==> config.mk <==
export PLATFORM = sky130hd
export DESIGN_NAME = kv_command_line_parser_top
export DESIGN_NICKNAME = d
export VERILOG_FILES = /design/src/rtl/kvp_pkg.sv /design/src/rtl/kvp_parser.sv /design/src/rtl/kvp_queue.sv /design/src/rtl/kv_command_line_parser_top.sv
export SDC_FILE = /design/constraint.sdc
export NUM_CORES = 1
export LEC_CHECK = 0
export ABC_AREA = 1
export BUFFER_PORTS_ARGS = -buffer_cell sky130_fd_sc_hd__buf_2
export CAP_MARGIN = 20
export CORE_MARGIN = 1.5
export CORE_UTILIZATION = 35
export DETAILED_ROUTE_END_ITERATION = 6
export PLACE_DENSITY = 0.55
export SYNTH_ARGS = -nofsm -noshare
export SYNTH_HDL_FRONTEND = slang
export SYNTH_SLANG_ARGS = --single-unit
==> constraint.sdc <==
create_clock -name clk -period 4.1 [get_ports clk]
set_input_delay 0.82 -clock clk [delete_from_list [all_inputs] [get_ports clk]]
set_output_delay 0.82 -clock clk [all_outputs]
set_load 0.02 [all_outputs]
==> src/rtl/kvp_pkg.sv <==
`timescale 1ns / 1ps

package kvp_pkg;

	localparam int KEY_BYTES_DEF   = 64;
	localparam int VALUE_BYTES_DEF = 256;
	localparam int QUEUE_DEPTH     = 4;

	localparam logic [7:0] CH_CR  = 8'h0D;
	localparam logic [7:0] CH_SP  = 8'h20;
	localparam logic [7:0] CH_TAB = 8'h09;
	localparam logic [7:0] CH_G   = 8'h47;
	localparam logic [7:0] CH_E   = 8'h45;
	localparam logic [7:0] CH_T   = 8'h54;
	localparam logic [7:0] CH_D   = 8'h44;
	localparam logic [7:0] CH_L   = 8'h4C;
	localparam logic [7:0] CH_S   = 8'h53;

	typedef enum logic [2:0] {
		PH_LEAD,
		PH_CMD,
		PH_GAP,
		PH_KEY,
		PH_TRAIL,
		PH_VALUE,
		PH_DISCARD
	} kvp_phase_t;

	typedef enum logic [1:0] {
		CMD_GET,
		CMD_SET,
		CMD_DEL
	} kvp_cmd_t;

	typedef enum logic [1:0] {
		PART_KEY,
		PART_VALUE,
		PART_VERDICT
	} kvp_part_t;

	typedef struct packed {
		logic [7:0] in_byte;
		logic       line_end;
	} kvp_in_t;

	typedef struct packed {
		logic [1:0] part;
		logic [7:0] out_byte;
		logic [1:0] command;
		logic       accepted;
		logic [5:0] key_length;
		logic [7:0] value_length;
	} kvp_res_t;

	typedef struct packed {
		logic [1:0] num;
		kvp_res_t   first;
		kvp_res_t   second;
	} kvp_push_t;

endpackage

==> src/rtl/kvp_parser.sv <==
`timescale 1ns / 1ps

module kvp_parser #(
	parameter int KEY_BYTES   = kvp_pkg::KEY_BYTES_DEF,
	parameter int VALUE_BYTES = kvp_pkg::VALUE_BYTES_DEF
) (
	input  logic               clk,
	input  logic               arst_n,
	input  logic               take,
	input  kvp_pkg::kvp_in_t   item,
	output kvp_pkg::kvp_push_t push
);

	localparam int KW  = $clog2(KEY_BYTES);
	localparam int VW  = $clog2(VALUE_BYTES);
	localparam int KLW = (KW > 6) ? KW : 6;
	localparam int VLW = (VW > 8) ? VW : 8;

	kvp_pkg::kvp_phase_t phase_q, phase_d;
	kvp_pkg::kvp_cmd_t   kind_q, kind_d;
	logic [1:0]          chars_q, chars_d;
	logic [KW-1:0]       kcnt_q, kcnt_d;
	logic [VW-1:0]       vcnt_q, vcnt_d;
	logic                err_q, err_d;

	logic [7:0]       c;
	logic             last;
	logic             blank;
	logic             do_letter;
	logic [1:0]       pos;
	logic             do_key;
	logic             do_val;
	logic             byte_v;
	kvp_pkg::kvp_res_t byte_r;
	kvp_pkg::kvp_res_t verd_r;
	logic             ok;
	logic [KLW-1:0]   klen_x;
	logic [VLW-1:0]   vlen_x;

	assign c     = item.in_byte;
	assign last  = item.line_end;
	assign blank = (c == kvp_pkg::CH_SP) || (c == kvp_pkg::CH_TAB);

	always_comb begin
		phase_d   = phase_q;
		kind_d    = kind_q;
		chars_d   = chars_q;
		kcnt_d    = kcnt_q;
		vcnt_d    = vcnt_q;
		err_d     = err_q;
		do_letter = 1'b0;
		pos       = chars_q;
		do_key    = 1'b0;
		do_val    = 1'b0;
		byte_v    = 1'b0;
		byte_r    = '0;

		if (!(last && c == kvp_pkg::CH_CR)) begin
			case (phase_q)
				kvp_pkg::PH_LEAD: begin
					if (!blank) begin
						phase_d   = kvp_pkg::PH_CMD;
						do_letter = 1'b1;
						pos       = 2'd0;
					end
				end
				kvp_pkg::PH_CMD: begin
					if (chars_q != 2'd3) begin
						do_letter = 1'b1;
					end else if (c == kvp_pkg::CH_SP) begin
						phase_d = kvp_pkg::PH_GAP;
					end else begin
						err_d   = 1'b1;
						phase_d = kvp_pkg::PH_DISCARD;
					end
				end
				kvp_pkg::PH_GAP: begin
					if (!blank) begin
						phase_d = kvp_pkg::PH_KEY;
						do_key  = 1'b1;
					end
				end
				kvp_pkg::PH_KEY: begin
					if (c == kvp_pkg::CH_SP) begin
						phase_d = kvp_pkg::PH_TRAIL;
					end else begin
						do_key = 1'b1;
					end
				end
				kvp_pkg::PH_TRAIL: begin
					if (!blank) begin
						if (kind_q != kvp_pkg::CMD_SET) begin
							err_d   = 1'b1;
							phase_d = kvp_pkg::PH_DISCARD;
						end else begin
							phase_d = kvp_pkg::PH_VALUE;
							do_val  = 1'b1;
						end
					end
				end
				kvp_pkg::PH_VALUE: begin
					do_val = 1'b1;
				end
				default: begin
				end
			endcase
		end

		if (do_letter) begin
			case (pos)
				2'd0: begin
					chars_d = 2'd1;
					if (c == kvp_pkg::CH_G) begin
						kind_d = kvp_pkg::CMD_GET;
					end else if (c == kvp_pkg::CH_S) begin
						kind_d = kvp_pkg::CMD_SET;
					end else if (c == kvp_pkg::CH_D) begin
						kind_d = kvp_pkg::CMD_DEL;
					end else begin
						chars_d = chars_q;
						err_d   = 1'b1;
						phase_d = kvp_pkg::PH_DISCARD;
					end
				end
				2'd1: begin
					if (c == kvp_pkg::CH_E) begin
						chars_d = 2'd2;
					end else begin
						err_d   = 1'b1;
						phase_d = kvp_pkg::PH_DISCARD;
					end
				end
				default: begin
					if (c == ((kind_q == kvp_pkg::CMD_DEL) ? kvp_pkg::CH_L : kvp_pkg::CH_T)) begin
						chars_d = 2'd3;
					end else begin
						err_d   = 1'b1;
						phase_d = kvp_pkg::PH_DISCARD;
					end
				end
			endcase
		end

		if (do_key) begin
			if (kcnt_q == KW'(KEY_BYTES - 1)) begin
				err_d   = 1'b1;
				phase_d = kvp_pkg::PH_DISCARD;
			end else begin
				kcnt_d      = kcnt_q + KW'(1);
				byte_v      = 1'b1;
				byte_r.part = kvp_pkg::PART_KEY;
			end
		end

		if (do_val) begin
			if (vcnt_q == VW'(VALUE_BYTES - 1)) begin
				err_d   = 1'b1;
				phase_d = kvp_pkg::PH_DISCARD;
			end else begin
				vcnt_d      = vcnt_q + VW'(1);
				byte_v      = 1'b1;
				byte_r.part = kvp_pkg::PART_VALUE;
			end
		end
		byte_r.out_byte = byte_v ? c : 8'd0;

		// verdict sees the state after this byte
		ok = 1'b0;
		if (!err_d) begin
			if (phase_d == kvp_pkg::PH_KEY || phase_d == kvp_pkg::PH_TRAIL) begin
				ok = (kind_d != kvp_pkg::CMD_SET);
			end else if (phase_d == kvp_pkg::PH_VALUE) begin
				ok = (kind_d == kvp_pkg::CMD_SET);
			end
		end
		klen_x = KLW'(kcnt_d);
		vlen_x = VLW'(vcnt_d);
		verd_r = '0;
		verd_r.part = kvp_pkg::PART_VERDICT;
		if (ok) begin
			verd_r.command    = kind_d;
			verd_r.accepted   = 1'b1;
			verd_r.key_length = klen_x[5:0];
			if (kind_d == kvp_pkg::CMD_SET) begin
				verd_r.value_length = vlen_x[7:0];
			end
		end

		push.num    = {1'b0, byte_v} + {1'b0, last};
		push.first  = byte_v ? byte_r : verd_r;
		push.second = verd_r;
		if (!take) begin
			push.num = 2'd0;
		end
	end

	always_ff @(posedge clk or negedge arst_n) begin
		if (!arst_n) begin
			phase_q <= kvp_pkg::PH_LEAD;
			kind_q  <= kvp_pkg::CMD_GET;
			chars_q <= '0;
			kcnt_q  <= '0;
			vcnt_q  <= '0;
			err_q   <= 1'b0;
		end else if (take) begin
			if (last) begin
				phase_q <= kvp_pkg::PH_LEAD;
				kind_q  <= kvp_pkg::CMD_GET;
				chars_q <= '0;
				kcnt_q  <= '0;
				vcnt_q  <= '0;
				err_q   <= 1'b0;
			end else begin
				phase_q <= phase_d;
				kind_q  <= kind_d;
				chars_q <= chars_d;
				kcnt_q  <= kcnt_d;
				vcnt_q  <= vcnt_d;
				err_q   <= err_d;
			end
		end
	end

endmodule

==> src/rtl/kvp_queue.sv <==
`timescale 1ns / 1ps

module kvp_queue (
	input  logic               clk,
	input  logic               arst_n,
	input  kvp_pkg::kvp_push_t push,
	output logic               full,
	output logic               res_valid,
	input  logic               res_stall,
	output kvp_pkg::kvp_res_t  res_item
);

	localparam int AW = $clog2(kvp_pkg::QUEUE_DEPTH);
	localparam int CW = AW + 1;

	kvp_pkg::kvp_res_t mem_q [kvp_pkg::QUEUE_DEPTH];
	logic [AW-1:0]     head_q;
	logic [AW-1:0]     tail_q;
	logic [CW-1:0]     count_q;
	logic              pop;
	logic [AW-1:0]     tail_p1;

	assign res_valid = (count_q != '0);
	assign res_item  = mem_q[head_q];
	assign pop       = res_valid && !res_stall;
	assign tail_p1   = tail_q + AW'(1);
	// room for two results is required before an item is taken
	assign full      = (count_q > CW'(kvp_pkg::QUEUE_DEPTH - 2));

	always_ff @(posedge clk) begin
		if (push.num != 2'd0) begin
			mem_q[tail_q] <= push.first;
		end
		if (push.num == 2'd2) begin
			mem_q[tail_p1] <= push.second;
		end
	end

	always_ff @(posedge clk or negedge arst_n) begin
		if (!arst_n) begin
			head_q  <= '0;
			tail_q  <= '0;
			count_q <= '0;
		end else begin
			if (pop) begin
				head_q <= head_q + AW'(1);
			end
			tail_q  <= tail_q + AW'(push.num);
			count_q <= count_q + CW'(push.num) - CW'(pop);
		end
	end

endmodule

==> src/rtl/kv_command_line_parser_top.sv <==
`timescale 1ns / 1ps

// channel | direction | handshake             | payload
// cmd     | in        | cmd_valid / cmd_stall | cmd_item : in_byte, line_end
// res     | out       | res_valid / res_stall | res_item : part, out_byte, command,
//         |           |                       |   accepted, key_length, value_length
//
// One byte item per cycle while cmd_stall is low; each item is parsed combinationally
// into a four-entry result queue, and an item with line_end set writes its verdict
// there as well. Results leave one per cycle while res_stall is low.
// cmd_stall is high while the queue has fewer than two free entries.
// Reset returns the parser to the start of a line and empties the queue.

module kv_command_line_parser_top #(
	parameter int KEY_BYTES   = kvp_pkg::KEY_BYTES_DEF,
	parameter int VALUE_BYTES = kvp_pkg::VALUE_BYTES_DEF
) (
	input  logic              clk,
	input  logic              arst_n,
	input  logic              cmd_valid,
	output logic              cmd_stall,
	input  kvp_pkg::kvp_in_t  cmd_item,
	output logic              res_valid,
	input  logic              res_stall,
	output kvp_pkg::kvp_res_t res_item
);

	kvp_pkg::kvp_push_t push;
	logic               take;

	assign take = cmd_valid && !cmd_stall;

	kvp_parser #(
		.KEY_BYTES  (KEY_BYTES),
		.VALUE_BYTES(VALUE_BYTES)
	) u_parser (
		.clk   (clk),
		.arst_n(arst_n),
		.take  (take),
		.item  (cmd_item),
		.push  (push)
	);

	kvp_queue u_queue (
		.clk      (clk),
		.arst_n   (arst_n),
		.push     (push),
		.full     (cmd_stall),
		.res_valid(res_valid),
		.res_stall(res_stall),
		.res_item (res_item)
	);

endmodule

## Word level (Yosys, flattened, before mapping)

Memories as Yosys holds them, arrays and structs flattened.
Index checks and enable logic that the tools add are counted.

| operators by class | value |
|---|---|
| $lt $le $gt $ge | 1 |
| multiplexer cells | 91 |
| equality and inequality tests | 27 |
| reduce and logical (&&, ||, !) cells | 14 |
| add/subtract/negate cells | 8 |

Operator list:

| kind | number |
|---|---|
| $mux 3 | 18 |
| $mux 2 | 19 |
| $mux 1 | 36 |
| $eq 8x7->1 const B | 4 |
| $mux 8 | 4 |
| $mux 27 | 1 |
| $mux 6 | 3 |
| $mux 17 | 1 |
| $eq 8x4->1 const B | 2 |
| $pmux 3 s5 | 1 |
| $eq 3x3->1 const B | 4 |
| $pmux 1 s2 | 5 |
| $eq 3x2->1 const B | 3 |
| $add 8x1->8 const B | 1 |
| $eq 8x6->1 const B | 1 |
| $eq 8x8->1 | 1 |
| $eq 8x8->1 const B | 1 |
| $add 6x1->6 const B | 1 |
| $eq 6x6->1 const B | 1 |
| $pmux 3 s2 | 1 |
| $mux 5 | 1 |
| $ne 5x2->1 const B | 1 |
| $reduce_and 5->1 | 1 |
| $add 2x1->2 const B | 2 |
| other kinds (20) | 28 |

| storage, ports and cells | value |
|---|---|
| output and inout port bits | 29 |
| word-level logic and storage cells | 151 |
| register bits | 29 |
| RAM bits | 108 |
| memories kept | 1 |

Memories:

| memory | words | bits a word | read ports | clocked after memory_dff | wr ports | line | text |
|---|---|---|---|---|---|---|---|
| u_queue.mem_q | 4 | 27 | 1 | 0 | 2 | kvp_queue.sv:16 | `kvp_pkg::kvp_res_t mem_q [kvp_pkg::QUEUE_DEPTH];` |

## Longest topological paths before layout

Gate-level depths: netlist (run 1).

| logic depth | value |
|---|---|
| word-level depth | 20 |
| mapped depth | 23 |
| mapped depth without buffers | 21 |

## Modules after synthesis

From an unflattened synthesis (run 1), not the netlist that was laid out.

| second synthesis, totals | value |
|---|---|
| cell total of the unflattened synthesis | 1114 |
| area total of the unflattened synthesis | 8609.5 sq um |

Modules (own cells, without submodules):

| module | instances | area an instance (sq um) | seq. area each (sq um) | cells an instance |
|---|---|---|---|---|
| kvp_queue | 1 | 6238.5 | 3418.3 | 763 |
| kvp_parser | 1 | 2361.0 | 550.5 | 349 |
| kv_command_line_parser_top | 1 | 10.0 | 0.0 | 2 |

## Least setup slack after synthesis (run 1)

No wires, ideal clock.

| timing path | value |
|---|---|
| path type | input-to-reg |
| start point | in cmd_item[8] (netlist bit) |
| end point | mem u_queue.mem_q[3][0] (netlist bit), enable pin |
| buffers on the path | 2 |
| setup time | 0.374 ns |
| slack | 0.466 ns |
| required time | 3.726 ns |
| arrival | 3.261 ns |
| stages on the path | 21 |
| cells stage by stage | inv_1 -> nand2_1 -> nor2_4 -> nand2_2 -> inv_1 -> nor2_2 -> nand2_2 -> nor2_2 -> inv_2 -> nand2_2 -> buf_6 -> ha_1 -> inv_1 -> nor2_1 -> inv_1 -> nor2_1 -> inv_1 -> nor3_1 -> inv_1 -> clkbuf_1 -> nand2_1 |

RTL lines:

| item | line | text |
|---|---|---|
| start: declaration | kv_command_line_parser_top.sv:22 | `input kvp_pkg::kvp_in_t cmd_item,` |
| end: declaration | kvp_queue.sv:16 |  |

==> flow_summary.ini, run 1 <==
[timing]
clock_skew_ps = 11.6
rsz0062_at_grt = no
fin_crit_sh_pct = 88.2
drv_slew = 0
worst_slew_pin_slew_ps = 945
final.setup.tns_ps = 0
period_needed_ps = 3620
hold_violations = 0
setup_viol_count_final = 0
fmax_mhz = 277
slew_headroom_pct = 36.6

[setup_path]
rr_startpoint = u_parser.phase_q[2]
ff2ff_setup_slack_ps = 620
required_ps = 4370
endpoint_kind = flip-flop
worstSetupStartpointType = input port
path_max_fanout = 17
reg2regPathDepth = 18
path_class = input port to flip-flop
rr_endpoint = u_queue.mem_q[3][11]
worstPathArrival_ps = 3880

[final_layout]
diodes = 0
syn2layout_area_growth_pct = 15.3
mostFrequentLayoutCell = nor2_1
layout_common_cells = 136 x nor2_1, 107 x o21ai_0, 80 x nand2_1
fin_util_pct = 41.2
filler_cell_count = 2000
finalNetCount = 854
drive_gt1_share_pct = 20.1

[clocking]
clk_pin_slew_ps = 60
cts-htree-levels = 4
cts_buffers = 17
cts_resized = 0
tritoncts = built
cts_hold_buf = 0
postCtsSetupRepairBufs = 0
clockRootBuffer = clkbuf_16
insertion_delay_ps = 430
clock_path_buffers = 2
clock_sinks = 137

[synthesis]
synth_cells = 793
synth_cell_type_count = 40
seq_area_frac_synth_pct = 51.2
ys_seq_elements = 137
synth_fa_ha_area_share_pct = 1.54
synth_top_family_by_area = simple AND/OR/NAND/NOR gates
synth_area_sq_um = 6970
synthFlopType = edfxtp_1
muxShareOfSynthArea_pct = 0
syn_nets = 814
synth-simple-area-share_pct = 25.7
synth_edf_count = 68
synth_xor_xnor_area_share_pct = 1.63
avgSynthCellArea_sq_um = 8.79
async_flop_share_pct = 21.2
yosysWarnings = 0
synth_compound_area_share_pct = 13.1

[routing]
dr.pass1.iters = 5
postRouteAntennaNets = 0
drt_wl_total_um = 17400
wire_per_inst_um = 15.7
via_per_inst = 4.98
drt_iter0_markers = 402
vias = 5537
drc = 0

[min_path]
hold_path_class = flip-flop to flip-flop
holdPathEnd = u_queue.mem_q[3][26]
hp-start = u_queue.mem_q[3][26]
holdPathStages = 2

[die]
die-width_um = 144
dieArea_sq_um = 20800
die_y_um = 144
start_util_pct = 35.7
pin_count = 42
core_area_sq_um = 19500
placementRows = 51

[flow_run]
max_cap_viol_count = 0

[grt]
track_usage_pct = 17.9
gr-total-overflow = 0
grt_max_degree = 57
grt_pass1_wl_um = 28300
grt_pass1_vias = 5189
antenna_found_initial = 0

[power_and_ir_drop]
pwr_density_cell_nw_per_um2 = 767
p_leak_nw = 3.11
ir_drop_uv = 360

[status]
status = finished, final reports clean

[placement]
gp_routability_congestion = 0.842
dp_hpwl_um = 11700
io_buffers = 41
-- metal layers --
metal  share of wire [%]  vias up  GRT usage [%]
met1                  50     2628           25.4
met2                  45      122           27.7
met5                   0        -              0
met3                 4.4       15           4.11
li1                    -     2772              -
met4                 1.1        0           4.25
-- logic make-up (layout without fill, tap and decap cells) --
family / count (synthesis) / in the layout
and+or+nand+nor: 357 / 357
AOI/OAI and AO/OA: 163 / 163
DFF: 137 / 137
buffers and inverters: 115 / 168
xor gates and xnor gates: 13 / 13
adders and majority gates: 8 / 8
-- power breakdown --
part	internal, mW	switching [mW]	total, mW
Clock	0.861	0.660	1.52
Combinational	0.835	1.83	2.67
Sequential	1.79	0.189	1.98
-- stage by stage --
| step | setup WS (ps) | total power [mW] | instance area (sq um) | instances | hold WS, ps |
|---|---|---|---|---|---|
| final | 485 | 6.17 | 8040 | 1111 | 462 |
| after global routing | 146 | 6.60 | 8040 | 1111 | 482 |
| after CTS | 489 | 6.21 | 8040 | 1111 | 457 |
| after detailed placement | 51.2 | 4.69 | 7450 | 1079 | 444 |
| after global placement | 118 | 4.69 | 7450 | 1079 | 438 |
| after floorplan | 466 | 3.89 | 6970 | 793 | 421 |
-- sequential cells by signal, indices dropped and copies added (netlist names) --
name,cells
u_queue.head_q,2
u_parser.err_q,1
u_parser.phase_q,3
u_queue.tail_q,2
u_queue.count_q,3
u_parser.kcnt_q,6
u_parser.vcnt_q,8
u_queue.mem_q,108
u_parser.chars_q,2
u_parser.kind_q,2
-- synthesized netlist by cell type (6+ instances only) --
master | number | area share [%]
dfxtp_1 | 40 | 11
nor2_1 | 136 | 7.3
buf_6 | 6 | 0.97
ha_1 | 7 | 1.3
nand4_1 | 8 | 0.72
nand2_1 | 80 | 4.3
inv_1 | 60 | 3.2
o22ai_1 | 43 | 3.9
xor2_1 | 12 | 1.5
dfrtp_1 | 29 | 10
nor2_2 | 14 | 1.3
nand3_1 | 57 | 4.1
edfxtp_1 | 68 | 29
inv_2 | 17 | 0.92
nand4_4 | 6 | 1.8
nor3_1 | 13 | 0.93
nand2_2 | 13 | 1.2
clkbuf_1 | 31 | 1.7
or2_2 | 9 | 0.81
o21ai_0 | 107 | 7.7
-- how the worst max path moves through the flow --
stage	from	endpoint	slack, ps	cells after the start
after global routing	cmd_item[8]	u_queue.mem_q[2][15]	150	22
after CTS	cmd_item[8]	u_queue.mem_q[3][11]	490	22
after detailed placement	cmd_item[8]	u_queue.mem_q[3][11]	50	22
final	cmd_item[8]	u_queue.mem_q[3][11]	480	22
after global placement	cmd_item[8]	u_queue.mem_q[3][3]	120	22
after floorplan	cmd_item[8]	u_queue.mem_q[3][0]	470	21
-- final cells by class --
cell class                      instances  area (sq um)  area share, %
Tap cell                              265           332           4.13
Timing Repair Buffer                   58           333           4.14
Inverter                               78           293           3.64
Sequential cell                       137          3570           44.4
Clock buffer                           17           425           5.29
Clock inverter                         15           158           1.96
Multi-Input combinational cell        541          2930           36.4
-- critical path, cell delays in order --
cell and delay (ps):
buf_2 100, inv_1 50, nand2_1 160, nor2_4 70
nand2_2 150, inv_1 70, nor2_2 120, nand2_2 100
nor2_2 120, inv_2 90, nand2_2 80, ha_1 140
inv_1 40, nor2_1 190, inv_1 130, nor2_1 100
inv_1 80, nor3_1 150, inv_1 240, o21ai_1 270
nand4_4 380, nor2_1 220
Note: power is estimated with default switching activity, not from simulation.
==> run 2, diff against run 1 <==
ABC_AREA = unset   (was 1)
SKIP_LAST_GASP = 1   (was unset)
==> flow_summary.ini, run 2 <==
[setup_path]
slowest_stage = dfrtp_1
cpPeakStageDelay_ps = 460
path_delay_family = simple AND/OR/NAND/NOR gates
critPathBufInv = 1
required_ps = 4340
path_class = flip-flop to flip-flop
cp-endpoint = u_queue.mem_q[2][9]
reg2regPathDepth = 14
setup.worst_path.start = u_parser.vcnt_q[0]
cp_num_cells = 14
worstSetupStartpointType = flip-flop
path_max_fanout = 8
worstPathArrival_ps = 3840
rr_startpoint = u_parser.vcnt_q[0]
ff2ff_setup_slack_ps = 500
rr_endpoint = u_queue.mem_q[2][9]
endpoint_kind = flip-flop
worstPathCellList = ha_1 -> and3_1 -> nand3_1 -> nor2_1 -> or2_1 -> and2_1 -> inv_6 -> ha_1 -> nor2_1 -> nor2_1 -> nand2_1 -> o21ai_4 -> nand2_2 -> nor4_2
path_common_cell = nor2_1

[clocking]
clock_sinks = 137
clock_path_buffers = 2
cts_hold_buf = 0
cts_resized = 0
clk_pin_slew_ps = 60
cts_buffers = 17
insertion_delay_ps = 420
clockRootBuffer = clkbuf_16
postCtsSetupRepairBufs = 0
cts-htree-levels = 4
tritoncts = built

[synthesis]
yosysWarnings = 0
ys_seq_elements = 137
syn_nets = 646
seq_area_frac_synth_pct = 50.1
synth.most_common_cell = nor2_1
synth_area_sq_um = 7120
async_flop_share_pct = 21.2
yosys.area.top_type = edfxtp_1
synth_area_leaders = edfxtp_1 29%, dfxtp_1 11%, dfrtp_1 10%
avgSynthCellArea_sq_um = 11.4
synth_cells = 625
ys_top_cells_by_count = 69 x nor2_1, 68 x edfxtp_1, 51 x nand2_1, 40 x dfxtp_1, 35 x a22o_1
synthFlopType = edfxtp_1
synth_cell_type_count = 82
synth_edf_count = 68
synth_top_cell_area_share_pct = 28.7

[final_layout]
mostFrequentLayoutCell = nor2_1
finalNetCount = 694
diodes = 0
filler_cell_count = 1834
syn2layout_area_growth_pct = 16.5
drive_gt1_share_pct = 23.9
reg_top3 = u_queue.mem_q x108, u_parser.vcnt_q x8, u_parser.kcnt_q x6
layout_common_cells = 69 x nor2_1, 68 x edfxtp_1, 51 x nand2_1
regMostFlops = u_queue.mem_q
largest_reg_flops = 108

[timing]
setup_viol_count_final = 0
final.setup.tns_ps = 0
rsz0062_at_grt = no
fin_crit_sh_pct = 87.7
drv_slew = 0
slew_headroom_pct = 49.0
worst_slew_pin_slew_ps = 759
fmax_mhz = 278
clock_skew_ps = 10.1
period_needed_ps = 3600
hold_violations = 0

[routing]
postRouteAntennaNets = 0
drt_wl_total_um = 17700
dr.pass1.iters = 5
drc = 0
via_per_inst = 5.49
wire_per_inst_um = 18.6
drt_iter0_markers = 364
vias = 5219

[placement]
dp_hpwl_um = 12100
gp_routability_congestion = 0.840
io_buffers = 41

[die]
dieArea_sq_um = 21200
die-width_um = 146
core_area_sq_um = 19700
die_y_um = 146
start_util_pct = 36.1
pin_count = 42
placementRows = 51

[power_and_ir_drop]
p_leak_nw = 3.09
ir_drop_uv = 333
power_mw = 5.96
pwr_density_cell_nw_per_um2 = 719

[grt]
track_usage_pct = 17.3
grt_max_degree = 30
grt_pass1_wl_um = 28600
gr-total-overflow = 0
antenna_found_initial = 0
grt_pass1_vias = 5175

[flow_run]
max_cap_viol_count = 0

[min_path]
hold_path_class = input port to asynchronous set/reset pin

[status]
status = finished, final reports clean
[run 2: through the flow]
stage | std cells | utilization (%) | instance area (sq um) | worst slack, ps | hold WS (ps)
global route | 951 | 42.1 | 8300 | 285 | 491
global placement | 919 | 39.0 | 7690 | 237 | 442
floorplan | 625 | - | 7120 | 91.8 | 420
detailed placement | 919 | 39.0 | 7690 | 179 | 448
finish | 951 | 42.1 | 8300 | 502 | 455
CTS | 951 | 42.1 | 8300 | 580 | 463
[run 2: how the worst min path moves through the flow]
stage                         startpoint                   end  slack [ps]  cells after the start
floorplan           u_queue.mem_q[2][25]  u_queue.mem_q[2][25]         420                      2
global placement    u_queue.mem_q[2][25]  u_queue.mem_q[2][25]         440                      2
detailed placement  u_queue.mem_q[0][25]  u_queue.mem_q[0][25]         450                      2
CTS                 u_queue.mem_q[0][25]  u_queue.mem_q[0][25]         460                      2
global route        u_queue.mem_q[0][26]  u_queue.mem_q[0][26]         490                      1
finish                            arst_n     u_queue.tail_q[0]         450                      1
[run 2: cells by family after synthesis]
kind of cell	count (synthesis)	share of synthesized area (%)
fa+ha+maj	8	1.51
compound gates	124	13.8
mux	38	10.1
xor+xnor	16	1.97
simple gates	243	18.6
buf+inv	59	3.87
flops	137	50.1
[run 2: metal layers]
layer / GRT usage (%) / up-vias / wire length, um
li1: - / 2444 / -
met1: 23.1 / 2604 / 8130
met2: 28.4 / 156 / 8490
met3: 3.61 / 15 / 830
met4: 5.00 / 0 / 211
met5: 0 / - / 0
[run 2: report_power, final]
part	internal, mW	leakage (nW)	switching (mW)	total, mW
registers	1.73	1.32	0.300	2.03
logic	0.967	1.47	1.41	2.38
clock network	0.955	0.293	0.593	1.55
total	3.65	3.09	2.31	5.96
[run 2: cell type report]
type,count,area [sq um],area share (%)
Sequential cell,137,3570,43.0
Multi-Input combinational cell,429,3280,39.6
Clock buffer,25,522,6.29
Timing Repair Buffer,67,425,5.13
Tap cell,265,332,4.00
Inverter,21,83.8,1.01
Clock inverter,7,78.8,0.950
